===== src/rtl/mmc_pkg.sv =====
// ----------------------------------------------------------------------------
// mmc_pkg: shared types and constants for the modulo-65535 checksum block
// Mode codes, register indexes, derived widths and the modulo fold function.
// ----------------------------------------------------------------------------
`default_nettype none

package mmc_pkg;

  // largest hunk table count accepted in weighted mode
  localparam int unsigned MAX_TABLE_ENTRIES = 64;

  localparam logic [15:0] MODULUS      = 16'hffff;
  localparam int unsigned SKIP_OFFSET  = 34;
  localparam int unsigned TABLE_START  = 20;
  localparam int unsigned ENTRY_BYTES  = 12;
  localparam int unsigned WEIGHT_START = 4;

  // configuration port
  localparam int unsigned CFG_IDX_W  = 2;
  localparam int unsigned CFG_DATA_W = 16;
  localparam logic [CFG_IDX_W-1:0] REG_MODE          = 2'd0;
  localparam logic [CFG_IDX_W-1:0] REG_TABLE_ENTRIES = 2'd1;
  localparam logic [CFG_IDX_W-1:0] REG_EXPECTED_SUM  = 2'd2;

  // derived datapath widths
  localparam int unsigned MAX_WEIGHT   = ENTRY_BYTES * MAX_TABLE_ENTRIES;
  localparam int unsigned WEIGHT_W_RAW = $clog2(MAX_WEIGHT + 1);
  localparam int unsigned WEIGHT_W     = (WEIGHT_W_RAW > 5) ? WEIGHT_W_RAW : 5;
  localparam int unsigned PROD_W       = 8 + WEIGHT_W;
  localparam int unsigned ADDEND_W     = (PROD_W > 16) ? PROD_W : 16;
  localparam int unsigned ACC_W        = ADDEND_W + 1;
  localparam int unsigned TEND_W       = 20;

  typedef enum logic [1:0] {
    MODE_BYTE   = 2'd0,
    MODE_WORD   = 2'd1,
    MODE_WEIGHT = 2'd2
  } mode_e;

  typedef struct packed {
    mode_e       mode;
    logic [15:0] table_entries;
    logic [15:0] expected_sum;
  } cfg_t;

  typedef struct packed {
    logic [7:0] data_byte;
    logic       is_last;
  } in_item_t;

  typedef struct packed {
    logic [15:0] checksum;
    logic        matches_res;
    logic        rejected;
  } res_t;

  // reduce a sum of a value below 65535 and an addend modulo 65535
  function automatic logic [15:0] fold_mod(input logic [ACC_W-1:0] x);
    logic [16:0] t;
    logic [15:0] u;
    t = {1'b0, x[15:0]} + 17'(x[ACC_W-1:16]);
    u = t[15:0] + 16'(t[16]);
    if (u == MODULUS) begin
      u = 16'd0;
    end
    return u;
  endfunction

endpackage

`default_nettype wire


===== src/rtl/mmc_cfg_regs.sv =====
// ----------------------------------------------------------------------------
// mmc_cfg_regs: configuration register file
// Holds mode, hunk table count and expected sum; writes to unknown indexes
// are dropped.
// ----------------------------------------------------------------------------
`default_nettype none

module mmc_cfg_regs (
  input  wire logic                           clk_i,
  input  wire logic                           rst_ni,
  input  wire logic                           cfg_we_i,
  input  wire logic [mmc_pkg::CFG_IDX_W-1:0]  cfg_idx_i,
  input  wire logic [mmc_pkg::CFG_DATA_W-1:0] cfg_data_i,
  output mmc_pkg::cfg_t                       cfg_o
);
  import mmc_pkg::*;

  cfg_t cfg_q;
  cfg_t cfg_d;

  // register write decode
  always_comb begin
    cfg_d = cfg_q;
    if (cfg_we_i) begin
      unique case (cfg_idx_i)
        REG_MODE:          cfg_d.mode          = mode_e'(cfg_data_i[1:0]);
        REG_TABLE_ENTRIES: cfg_d.table_entries = cfg_data_i;
        REG_EXPECTED_SUM:  cfg_d.expected_sum  = cfg_data_i;
        default:           cfg_d = cfg_q;
      endcase
    end
  end

  always_ff @(posedge clk_i or negedge rst_ni) begin
    if (!rst_ni) begin
      cfg_q <= '{mode: MODE_BYTE, table_entries: 16'd0, expected_sum: 16'd0};
    end else begin
      cfg_q <= cfg_d;
    end
  end

  assign cfg_o = cfg_q;

endmodule

`default_nettype wire


===== src/rtl/mmc_in_stage.sv =====
// ----------------------------------------------------------------------------
// mmc_in_stage: input register
// Captures one item per cycle unless stalled and holds it until the accumulator takes it.
// ----------------------------------------------------------------------------
`default_nettype none

module mmc_in_stage (
  input  wire logic         clk_i,
  input  wire logic         rst_ni,
  input  wire logic         in_valid_i,
  output logic              in_stall_o,
  input  wire mmc_pkg::in_item_t item_i,
  input  wire logic         take_i,
  output logic              valid_o,
  output mmc_pkg::in_item_t item_o
);
  import mmc_pkg::*;

  logic     valid_q;
  logic     valid_d;
  in_item_t item_q;
  logic     accept;

  // stall only while a held item cannot move on
  assign in_stall_o = valid_q && !take_i;
  assign accept     = in_valid_i && !in_stall_o;

  always_comb begin
    valid_d = valid_q;
    if (accept) begin
      valid_d = 1'b1;
    end else if (take_i) begin
      valid_d = 1'b0;
    end
  end

  always_ff @(posedge clk_i or negedge rst_ni) begin
    if (!rst_ni) begin
      valid_q <= 1'b0;
    end else begin
      valid_q <= valid_d;
    end
  end

  // payload register
  always_ff @(posedge clk_i) begin
    if (accept) begin
      item_q <= item_i;
    end
  end

  assign valid_o = valid_q;
  assign item_o  = item_q;

endmodule

`default_nettype wire


===== src/rtl/mmc_accum.sv =====
// ----------------------------------------------------------------------------
// mmc_accum: checksum accumulator
// Adds the held byte, a byte pair or a weighted byte by mode modulo 65535
// into the running sum and forms the result on the last byte of a stream.
// ----------------------------------------------------------------------------
`default_nettype none

module mmc_accum (
  input  wire logic         clk_i,
  input  wire logic         rst_ni,
  input  wire mmc_pkg::cfg_t cfg_i,
  input  wire logic         valid_i,
  input  wire mmc_pkg::in_item_t item_i,
  input  wire logic         out_free_i,
  output logic              take_o,
  output logic              res_valid_o,
  output mmc_pkg::res_t     res_o
);
  import mmc_pkg::*;

  logic [15:0]         sum_q, sum_d;
  logic [31:0]         offset_q, offset_d;
  logic [7:0]          held_q, held_d;

  logic [TEND_W-1:0]   table_end;
  logic                over;
  logic                in_head;
  logic                in_table;
  logic [WEIGHT_W-1:0] weight;
  logic [PROD_W-1:0]   product;
  logic [ADDEND_W-1:0] addend;
  logic                add_en;
  logic [15:0]         sum_new;
  logic                short_stream;
  logic                rej;
  logic [15:0]         final_sum;

  // a last item waits for room in the output register
  assign take_o      = valid_i && (!item_i.is_last || out_free_i);
  assign res_valid_o = take_o && item_i.is_last;

  // weighted mode region decode
  assign table_end = TEND_W'(TABLE_START)
                   + {1'b0, cfg_i.table_entries, 3'b000}
                   + {2'b00, cfg_i.table_entries, 2'b00};
  assign over      = cfg_i.table_entries > 16'(MAX_TABLE_ENTRIES);
  assign in_head   = (offset_q >= 32'(WEIGHT_START)) && (offset_q < 32'(TABLE_START));
  assign in_table  = (offset_q >= 32'(TABLE_START)) && !over
                   && (offset_q < 32'(table_end));

  // weight select and the single multiplier
  always_comb begin
    if (in_head) begin
      weight = WEIGHT_W'(offset_q[4:0]);
    end else begin
      weight = WEIGHT_W'(offset_q - 32'(TABLE_START - 1));
    end
  end

  assign product = PROD_W'(item_i.data_byte) * PROD_W'(weight);

  // addend and held byte by mode
  always_comb begin
    addend = '0;
    add_en = 1'b0;
    held_d = held_q;
    unique case (cfg_i.mode)
      MODE_WORD: begin
        if (!offset_q[0]) begin
          held_d = item_i.data_byte;
        end else if (offset_q != 32'(SKIP_OFFSET + 1)) begin
          addend = ADDEND_W'({held_q, item_i.data_byte});
          add_en = 1'b1;
        end
      end
      MODE_WEIGHT: begin
        addend = ADDEND_W'(product);
        add_en = in_head || in_table;
      end
      default: begin
        addend = ADDEND_W'(item_i.data_byte);
        add_en = 1'b1;
      end
    endcase
  end

  assign sum_new = add_en ? fold_mod(ACC_W'(sum_q) + ACC_W'(addend)) : sum_q;

  // result forming, with the weighted mode rejects
  assign short_stream = ({1'b0, offset_q} + 33'd1) < 33'(table_end);
  assign rej          = (cfg_i.mode == MODE_WEIGHT) && (over || short_stream);
  assign final_sum    = rej ? 16'd0 : sum_new;

  assign res_o.checksum    = final_sum;
  assign res_o.matches_res = final_sum == cfg_i.expected_sum;
  assign res_o.rejected    = rej;

  // stream state update, cleared after the last item
  always_comb begin
    sum_d    = sum_q;
    offset_d = offset_q;
    if (take_o) begin
      if (item_i.is_last) begin
        sum_d    = 16'd0;
        offset_d = 32'd0;
      end else begin
        sum_d = sum_new;
        if (offset_q != '1) begin
          offset_d = offset_q + 32'd1;
        end
      end
    end
  end

  always_ff @(posedge clk_i or negedge rst_ni) begin
    if (!rst_ni) begin
      sum_q    <= 16'd0;
      offset_q <= 32'd0;
      held_q   <= 8'd0;
    end else begin
      sum_q    <= sum_d;
      offset_q <= offset_d;
      if (take_o) begin
        held_q <= item_i.is_last ? 8'd0 : held_d;
      end
    end
  end

`ifndef SYNTHESIS
  a_sum_reduced: assert property (@(posedge clk_i) disable iff (!rst_ni)
    sum_q != MODULUS)
    else $error("running sum left unreduced");

  a_clear_after_last: assert property (@(posedge clk_i) disable iff (!rst_ni)
    res_valid_o |=> (sum_q == 16'd0) && (offset_q == 32'd0) && (held_q == 8'd0))
    else $error("stream state not cleared after last item");

  a_offset_step: assert property (@(posedge clk_i) disable iff (!rst_ni)
    (take_o && !item_i.is_last && offset_q != '1) |=> offset_q == $past(offset_q) + 32'd1)
    else $error("byte offset did not advance");

  a_reject_zero: assert property (@(posedge clk_i) disable iff (!rst_ni)
    (res_valid_o && res_o.rejected) |-> res_o.checksum == 16'd0)
    else $error("rejected result carries a nonzero sum");

  a_reject_mode: assert property (@(posedge clk_i) disable iff (!rst_ni)
    (res_valid_o && cfg_i.mode != MODE_WEIGHT) |-> !res_o.rejected)
    else $error("reject outside weighted mode");
`endif

endmodule

`default_nettype wire


===== src/rtl/mmc_out_stage.sv =====
// ----------------------------------------------------------------------------
// mmc_out_stage: output register
// Holds one result item until the receiver takes it.
// ----------------------------------------------------------------------------
`default_nettype none

module mmc_out_stage (
  input  wire logic     clk_i,
  input  wire logic     rst_ni,
  input  wire logic     res_valid_i,
  input  wire mmc_pkg::res_t res_i,
  output logic          free_o,
  output logic          out_valid_o,
  input  wire logic     out_stall_i,
  output mmc_pkg::res_t res_o
);
  import mmc_pkg::*;

  logic valid_q;
  logic valid_d;
  res_t res_q;

  // room for a new result when empty or draining this cycle
  assign free_o = !valid_q || !out_stall_i;

  always_comb begin
    valid_d = valid_q;
    if (res_valid_i) begin
      valid_d = 1'b1;
    end else if (valid_q && !out_stall_i) begin
      valid_d = 1'b0;
    end
  end

  always_ff @(posedge clk_i or negedge rst_ni) begin
    if (!rst_ni) begin
      valid_q <= 1'b0;
    end else begin
      valid_q <= valid_d;
    end
  end

  // payload register
  always_ff @(posedge clk_i) begin
    if (res_valid_i) begin
      res_q <= res_i;
    end
  end

  assign out_valid_o = valid_q;
  assign res_o       = res_q;

endmodule

`default_nettype wire


===== src/rtl/multi_mode_mod65535_checksum.sv =====
// ----------------------------------------------------------------------------
// multi_mode_mod65535_checksum: multi-mode additive checksum modulo 65535
// Byte sum, word sum skipping the word at offset 34, or weighted header sum
// over a byte stream; one result item per stream, on its last byte.
// ----------------------------------------------------------------------------
// One byte item is taken every clock cycle when the output side keeps up.
// A byte is registered at the input and added into the running sum from that
// register; the result of a last byte is loaded into the output register at
// the edge that takes it, so a result is offered in the cycle after its last
// byte is taken. The rate is set by the accumulate loop: one 8-bit by weight
// multiply and a two-step modulo-65535 fold on the running sum per cycle. Only
// a last byte waits on a full, stalled output register; other bytes keep
// flowing. No clearing pass is needed after reset. Configuration should be
// written between streams.
`default_nettype none

module multi_mode_mod65535_checksum (
  input  wire logic                           clk_i,
  input  wire logic                           rst_ni,
  input  wire logic                           cfg_we_i,
  input  wire logic [mmc_pkg::CFG_IDX_W-1:0]  cfg_idx_i,
  input  wire logic [mmc_pkg::CFG_DATA_W-1:0] cfg_data_i,
  input  wire logic                           in_valid_i,
  output logic                                in_stall_o,
  input  wire logic [7:0]                     data_byte_i,
  input  wire logic                           is_last_i,
  output logic                                out_valid_o,
  input  wire logic                           out_stall_i,
  output logic [15:0]                         checksum_o,
  output logic                                matches_res_o,
  output logic                                rejected_o
);
  import mmc_pkg::*;

  cfg_t     cfg;
  in_item_t in_item;
  in_item_t held_item;
  logic     held_valid;
  logic     take;
  logic     out_free;
  logic     res_valid;
  res_t     res;
  res_t     out_res;

  assign in_item.data_byte = data_byte_i;
  assign in_item.is_last   = is_last_i;

  mmc_cfg_regs u_cfg (
    .clk_i      (clk_i),
    .rst_ni     (rst_ni),
    .cfg_we_i   (cfg_we_i),
    .cfg_idx_i  (cfg_idx_i),
    .cfg_data_i (cfg_data_i),
    .cfg_o      (cfg)
  );

  mmc_in_stage u_in (
    .clk_i      (clk_i),
    .rst_ni     (rst_ni),
    .in_valid_i (in_valid_i),
    .in_stall_o (in_stall_o),
    .item_i     (in_item),
    .take_i     (take),
    .valid_o    (held_valid),
    .item_o     (held_item)
  );

  mmc_accum u_accum (
    .clk_i       (clk_i),
    .rst_ni      (rst_ni),
    .cfg_i       (cfg),
    .valid_i     (held_valid),
    .item_i      (held_item),
    .out_free_i  (out_free),
    .take_o      (take),
    .res_valid_o (res_valid),
    .res_o       (res)
  );

  mmc_out_stage u_out (
    .clk_i       (clk_i),
    .rst_ni      (rst_ni),
    .res_valid_i (res_valid),
    .res_i       (res),
    .free_o      (out_free),
    .out_valid_o (out_valid_o),
    .out_stall_i (out_stall_i),
    .res_o       (out_res)
  );

  assign checksum_o    = out_res.checksum;
  assign matches_res_o = out_res.matches_res;
  assign rejected_o    = out_res.rejected;

endmodule

`default_nettype wire

===== config.mk =====
export PLATFORM = sky130hd
export DESIGN_NAME = multi_mode_mod65535_checksum
export DESIGN_NICKNAME = d
export VERILOG_FILES = /design/src/rtl/mmc_pkg.sv /design/src/rtl/mmc_cfg_regs.sv /design/src/rtl/mmc_in_stage.sv /design/src/rtl/mmc_accum.sv /design/src/rtl/mmc_out_stage.sv /design/src/rtl/multi_mode_mod65535_checksum.sv
export SDC_FILE = /design/constraint.sdc
export NUM_CORES = 1
export LEC_CHECK = 0
export BUFFER_PORTS_ARGS = -buffer_cell sky130_fd_sc_hd__buf_2
export CAP_MARGIN = 40
export CORE_ASPECT_RATIO = 1.4
export CORE_MARGIN = 4
export CORE_UTILIZATION = 52
export DETAILED_ROUTE_END_ITERATION = 10
export PLACE_DENSITY = 0.69
export SYNTH_ARGS = -nofsm -noshare
export SYNTH_HDL_FRONTEND = slang
export SYNTH_SLANG_ARGS = --single-unit

===== constraint.sdc =====
create_clock -name clk_i -period 19.1 [get_ports clk_i]
set_clock_uncertainty 0.15 [all_clocks]
set_input_delay 2.865 -clock clk_i [delete_from_list [all_inputs] [get_ports clk_i]]
set_output_delay 2.865 -clock clk_i [all_outputs]
set_load 0.02 [all_outputs]

==> impl_metrics.env, run 1 <==
export IMPL_pwr_share_seq=0.163
export IMPL_final_setup_viol_count=0
export IMPL_grt_max_degree=55
export IMPL_chipHeight_um=193.2
export IMPL_totalWireLength_um=33380
export IMPL_netlist_instances=1384
export IMPL_outcome="finished, final reports clean"
export IMPL_worst_skew_pair_late_latency_ns=0.43
export IMPL_ys_warnings_count=0
export IMPL_post_place_cells=1702
export IMPL_finalWeightedCongestion=0.9446
export IMPL_dpl_hpwl_um=26020
export IMPL_grt_pass1_wl_um=54990
export IMPL_synth_common_cells="ha_1 (141), inv_1 (141), dfrtp_1 (92)"
export IMPL_first_pass_iters=5
export IMPL_htree_levels=4
export IMPL_cts_tree="yes"
export IMPL_holdCritStartpoint="u_accum.held_q[2]"
export IMPL_intPower_w=0.001116
export IMPL_total_leakage_power_nw=6.407
export IMPL_critPathLaunchType="register"
export IMPL_coreArea_um2=24060
export IMPL_hp_class="reg2reg"
export IMPL_r2r_end="u_out.res_o[1]"
export IMPL_peakVddDrop_mv=0.1210
export IMPL_postRouteAntennaNets=0
export IMPL_finalNetCount=1635
export IMPL_swShare=0.4901
export IMPL_cp_max_fo=10
export IMPL_hold_depth=1
export IMPL_groute_usage_overall=0.2498
export IMPL_grt_overflow_total=0
export IMPL_synth_top_area_share=0.1807
export IMPL_wl_per_cell_um=19.25
export IMPL_fin_crit_ns=13.39
export IMPL_cts_path_max_buffers=2
export IMPL_utilization=0.5750
export IMPL_crit_required_ns=19.13
export IMPL_syn_mean_instance_area_um2=9.208
export IMPL_cpPeakStageDelay_ns=0.61
export IMPL_start_util=0.5297
export IMPL_drc=0
export IMPL_cts_clk_slew_worst_paths_ns=0.06
export IMPL_synth_edf_count=27
export IMPL_num_vias=10530
export IMPL_antenna_found_initial=0
export IMPL_p_sw_w=0.001073
export IMPL_dr_first_iter_drc_count=771
export IMPL_postCtsSetupBuffers=0
export IMPL_async_flop_share=0.7731
export IMPL_worst_slew_pin_slew_ns=0.8995
export IMPL_ys_ff_latch=119
export IMPL_fmax_mhz=74.70
export IMPL_final_layout_size_suffix_gt1_frac=0.1376
export IMPL_cap_viol_max_count=0
export IMPL_port_buffers=51
export IMPL_max_slew_margin_rel=0.3985
export IMPL_clockRootBuffer="clkbuf_16"
export IMPL_rrSetupSlack_ns=5.71
export IMPL_area_delta_synth_final_pct=8.552
export IMPL_die_x_um=140.3
export IMPL_final_cells=1734
export IMPL_r2r_cells=49
export IMPL_hold_violations=0
export IMPL_power_frac_clock=0.147
export IMPL_power_density_nw_per_um2=158.2
export IMPL_slew_viol_final=0
export IMPL_ios=52
export IMPL_tns_ns=0
export IMPL_die_area_um2=27110
export IMPL_rr_startpoint="u_accum.offset_q[30]"
export IMPL_ys_flop_type="dfrtp_1"
export IMPL_period_share=0.7008
export IMPL_grt_pass1_vias=10620
export IMPL_n_antenna_cell=0
export IMPL_min_to="u_accum.held_q[2]"
export IMPL_synth_top_cell_by_area="dfrtp_1"
export IMPL_ys_types=117
export IMPL_synth_area_um2=12740
export IMPL_rsz0062_at_grt="no"
export IMPL_arrival_ns=13.41
export IMPL_synth_nets=1608
export IMPL_vias_per_cell=6.074
export IMPL_netlist_top_cells_area="dfrtp_1 (18%), ha_1 (14%), fa_1 (8.0%)"
export IMPL_ys_seq_area_frac=0.2443
export IMPL_slowest_stage="nor4b_4"
export IMPL_core_rowCount=67
export IMPL_postCtsHoldBufs=0
export IMPL_cts_buffers=17
export IMPL_clock_sinks=119
export IMPL_critical_path_class="reg2reg"
export IMPL_cts_resized=0
export IMPL_endpoint_kind="register"
export IMPL_pwr_share_comb=0.690
==> per-layer routing <==
metal	wire, um	vias up	GRT usage	part of all wire
met2	17010	308	0.4339	0.51
met4	1445	0	0.1113	0.043
met1	13550	5138	0.3076	0.41
li1	-	4992	-	-
met5	0	-	0	0
met3	1374	94	0.03285	0.041
==> cells in the final DEF, fill, tap and decap left out, drive strengths merged, types with 11 or more instances in the layout <==
cell type	Yosys	routed
nand2b	16	16
and2	56	56
inv	142	153
o31ai	18	18
a21o	23	23
nand2	90	90
clkbuf	32	18
a22o	50	50
a31oi	12	12
nor3	26	26
buf	23	63
mux2	38	38
nor4	13	13
a21oi	69	69
fa	51	51
dfrtp	92	92
edfxtp	27	27
o21ai	60	60
nand4	26	26
nor2b	32	32
or3	11	11
xnor2	49	49
ha	141	141
nand3	35	35
and3	17	17
xor2	29	29
nor2	68	68
o21a	13	13
==> power groups by stage <==
| stage | Clock, W | Sequential (W) | Combinational, W |
|---|---|---|---|
| CTS | 0.000326 | 0.000356 | 0.00152 |
| global placement | 0 | 0.000360 | 0.00148 |
| detailed placement | 0 | 0.000360 | 0.00150 |
| floorplan | 0 | 0.000341 | 0.00118 |
| global route | 0.000338 | 0.000360 | 0.00170 |
| finish | 0.000322 | 0.000356 | 0.00151 |
==> worst max-delay path: cells and delay by family, from the launching register on <==
kind | cells | cell delay (ns)
compound gates | 11 | 2.34
xor+xnor | 4 | 1.33
fa+ha+maj | 10 | 3.94
simple gates | 19 | 4.63
buf+inv | 5 | 0.26
flops | 1 | 0.47
==> flip-flops by register name, indices dropped and copies added, names as in the netlist <==
register / cells
u_accum.held_q: 8
u_accum.offset_q: 32
u_accum.sum_q: 16
u_cfg.cfg_o: 34
u_in.item_o: 9
u_in.valid_o: 1
u_out.out_valid_o: 1
u_out.res_o: 18
==> through the flow <==
stage	worst slack (ns)	cell area [um^2]	hold WS [ns]	power, W
after floorplan	7.175	12740	0.3160	0.001524
after detailed placement	5.891	13260	0.3443	0.001862
after CTS	5.829	13830	0.3625	0.002199
after global placement	6.254	13180	0.3402	0.001842
after global routing	4.678	13830	0.3755	0.002402
final	5.714	13830	0.3629	0.002189
==> cell type report <==
class	count	area [um^2]
Fill cell	2151	10230
Clock inverter	14	125.1
Tap cell	310	387.9
Multi-Input combinational cell	1068	8828
Clock buffer	18	450.4
Timing Repair Buffer	63	395.4
Sequential cell	119	3113
Inverter	142	533.0
==> logic make-up (layout without fill, tap and decap cells) <==
| group | after synthesis | count (layout) | synth area share |
|---|---|---|---|
| simple gates | 426 | 426 | 0.1874 |
| compound gates | 328 | 328 | 0.1880 |
| buf+inv | 197 | 237 | 0.06323 |
| fa+ha+maj | 193 | 193 | 0.2193 |
| flops | 119 | 119 | 0.2443 |
| xor+xnor | 79 | 79 | 0.06068 |
| mux | 42 | 42 | 0.03702 |
==> worst max path at each step <==
| stage | from | end | slack, ns | depth (start not counted) |
|---|---|---|---|---|
| 2_1_floorplan | u_accum.offset_q[29] | u_out.res_o[1] | 7.17 | 51 |
| 3_3_place_gp | u_accum.offset_q[29] | u_out.res_o[1] | 6.25 | 48 |
| 3_5_place_dp | u_accum.offset_q[30] | u_out.res_o[1] | 5.89 | 49 |
| 4_1_cts | u_accum.offset_q[30] | u_out.res_o[1] | 5.83 | 49 |
| 5_1_grt | u_accum.offset_q[30] | u_out.res_o[1] | 4.68 | 52 |
| 6_report | u_accum.offset_q[30] | u_out.res_o[1] | 5.71 | 49 |
No activity file was read; power rests on OpenSTA's default activity.
==> run 2: changes to the inputs <==
--- a/config.mk
+++ b/config.mk
@@ -11,7 +11,7 @@
 export CORE_MARGIN = 4
 export CORE_UTILIZATION = 52
 export DETAILED_ROUTE_END_ITERATION = 10
-export PLACE_DENSITY = 0.69
+export PLACE_DENSITY = 0.72
 export SYNTH_ARGS = -nofsm -noshare
 export SYNTH_HDL_FRONTEND = slang
 export SYNTH_SLANG_ARGS = --single-unit
==> constraint.sdc (replaced) <==
create_clock -name clk_i -period 11.29 [get_ports clk_i]
set_clock_uncertainty 0.15 [all_clocks]
set_input_delay 1.6935 -clock clk_i [delete_from_list [all_inputs] [get_ports clk_i]]
set_output_delay 1.6935 -clock clk_i [all_outputs]
set_load 0.02 [all_outputs]
==> impl_metrics.env, run 2 (synthesis results as in run 1) <==
export IMPL_port_buffers=51
export IMPL_n_antenna_cell=0
export IMPL_period_share=1.004
export IMPL_peakVddDrop_mv=0.2296
export IMPL_first_pass_iters=5
export IMPL_final_cell_mix="inv_1 (136), ha_1 (130), buf_4 (123)"
export IMPL_antenna_found_initial=1
export IMPL_grt_pass1_vias=11670
export IMPL_holdCritStartpoint="u_accum.held_q[6]"
export IMPL_dr_first_iter_drc_count=657
export IMPL_crit_top_cell="fa_1"
export IMPL_dpl_hpwl_um=28340
export IMPL_area_delta_synth_final_pct=20.44
export IMPL_clock_sinks=119
export IMPL_crit_start="u_accum.offset_q[23]"
export IMPL_slew_viol_final=0
export IMPL_die_x_um=140.3
export IMPL_postCtsHoldBufs=0
export IMPL_num_vias=11260
export IMPL_worst_skew_pair_late_latency_ns=0.43
export IMPL_cts_path_max_buffers=2
export IMPL_coreArea_um2=24060
export IMPL_largest_reg_flops=34
export IMPL_htree_levels=4
export IMPL_fmax_mhz=88.19
export IMPL_final_common_cell="inv_1"
export IMPL_violations="setup timing"
export IMPL_rsz0062_at_grt="yes"
export IMPL_cpPeakStageDelay_ns=0.52
export IMPL_fill_cells=1932
export IMPL_power_density_nw_per_um2=288.1
export IMPL_cap_viol_max_count=0
export IMPL_crit_required_ns=11.42
export IMPL_drc=0
export IMPL_clockRootBuffer="clkbuf_16"
export IMPL_setup_slack_ns=-0.04909
export IMPL_final_setup_viol_count=1
export IMPL_fin_crit_ns=11.34
export IMPL_postRouteAntennaNets=0
export IMPL_total_leakage_power_nw=7.176
export IMPL_totalWireLength_um=37040
export IMPL_rr_startpoint="u_accum.offset_q[23]"
export IMPL_grt_overflow_total=0
export IMPL_critical_path_class="reg2reg"
export IMPL_tns_ns=-0.04909
export IMPL_worst_slew_pin_slew_ns=0.8366
export IMPL_chipHeight_um=193.2
export IMPL_hold_slack_ns=0.3581
export IMPL_cts_clk_slew_worst_paths_ns=0.06
export IMPL_outcome="finished, violations left"
export IMPL_grt_max_degree=65
export IMPL_die_area_um2=27110
export IMPL_core_rowCount=67
export IMPL_final_layout_size_suffix_gt1_frac=0.2552
export IMPL_groute_usage_overall=0.2688
export IMPL_hp_class="reg2reg"
export IMPL_vias_per_cell=6.060
export IMPL_arrival_ns=11.47
export IMPL_total_power_w=0.004421
export IMPL_wl_per_cell_um=19.93
export IMPL_endpoint_kind="register"
export IMPL_finalNetCount=1759
export IMPL_ios=52
export IMPL_start_util=0.5297
export IMPL_grt_pass1_wl_um=59350
export IMPL_slowest_stage="fa_1"
export IMPL_cts_tree="yes"
export IMPL_max_slew_margin_rel=0.4422
export IMPL_finalWeightedCongestion=0.9454
export IMPL_cp_max_fo=7
export IMPL_hold_violations=0
export IMPL_cts_buffers=17
export IMPL_critPathLaunchType="register"
==> run 2: final timing paths <==
path                                             end  slack, ns  cells after the start
min in group asynchronous       u_accum.offset_q[26]       1.03                      1
worst min register to register     u_accum.held_q[6]       0.36                      1
worst max-delay path                  u_out.res_o[1]      -0.05                     51
worst min-delay path               u_accum.held_q[6]       0.36                      1
max in group asynchronous            u_cfg.cfg_o[13]       8.78                      2
worst max register to register        u_out.res_o[1]      -0.05                     51
==> run 2: final cells by class <==
cell class                      instances  area, um^2  share of cell area
Clock buffer                           19       475.5             0.03098
Clock inverter                         13       181.4             0.01182
Inverter                              142       533.0             0.03473
Multi-Input combinational cell       1069        9310              0.6066
Sequential cell                       119        3113              0.2028
Tap cell                              310       387.9             0.02527
Timing Repair Buffer                  186        1348             0.08780
==> run 2: through the flow <==
stage          instances  setup slack, ns  utilization  instance area (um^2)
2_1_floorplan       1384         -0.04724            -                 12930
3_3_place_gp        1800          0.07383       0.5870                 14120
3_5_place_dp        1805          -0.2183       0.5905                 14210
4_1_cts             1838          0.06636       0.6191                 14900
5_1_grt             1858          -0.6603       0.6379                 15350
6_report            1858         -0.04909       0.6379                 15350
==> run 2: layer usage <==
layer,global-route usage,wire (um),vias up
met4,0.1178,1617,2
met5,0,8,-
met2,0.4849,19530,332
li1,-,-,5242
met1,0.3182,14470,5573
met3,0.03137,1413,111
==> run 2: critical path, delay by kind of cell (launching register included) <==
kind                       cells  cell delay, ns
AOI/OAI and AO/OA             14            2.43
adders and majority gates      9            3.35
buffers and inverters          9            0.90
xor gates and xnor gates       3            0.70
and+or+nand+nor               16            3.23
DFF                            1            0.40
==> run 2: where the power goes <==
group | switching [W] | internal (W) | total (W)
Sequential | 0.0000949 | 0.000513 | 0.000607
Clock | 0.000234 | 0.000381 | 0.000614
Combinational | 0.00173 | 0.00147 | 0.00320
Total | 0.00206 | 0.00237 | 0.00442
==> run 2: timing repair <==
action                     CTS  global route
resized for setup            6            65
setup buffers                1            19
pin swaps                    8            71
setup endpoints to repair   33            33
cloned                       0             1
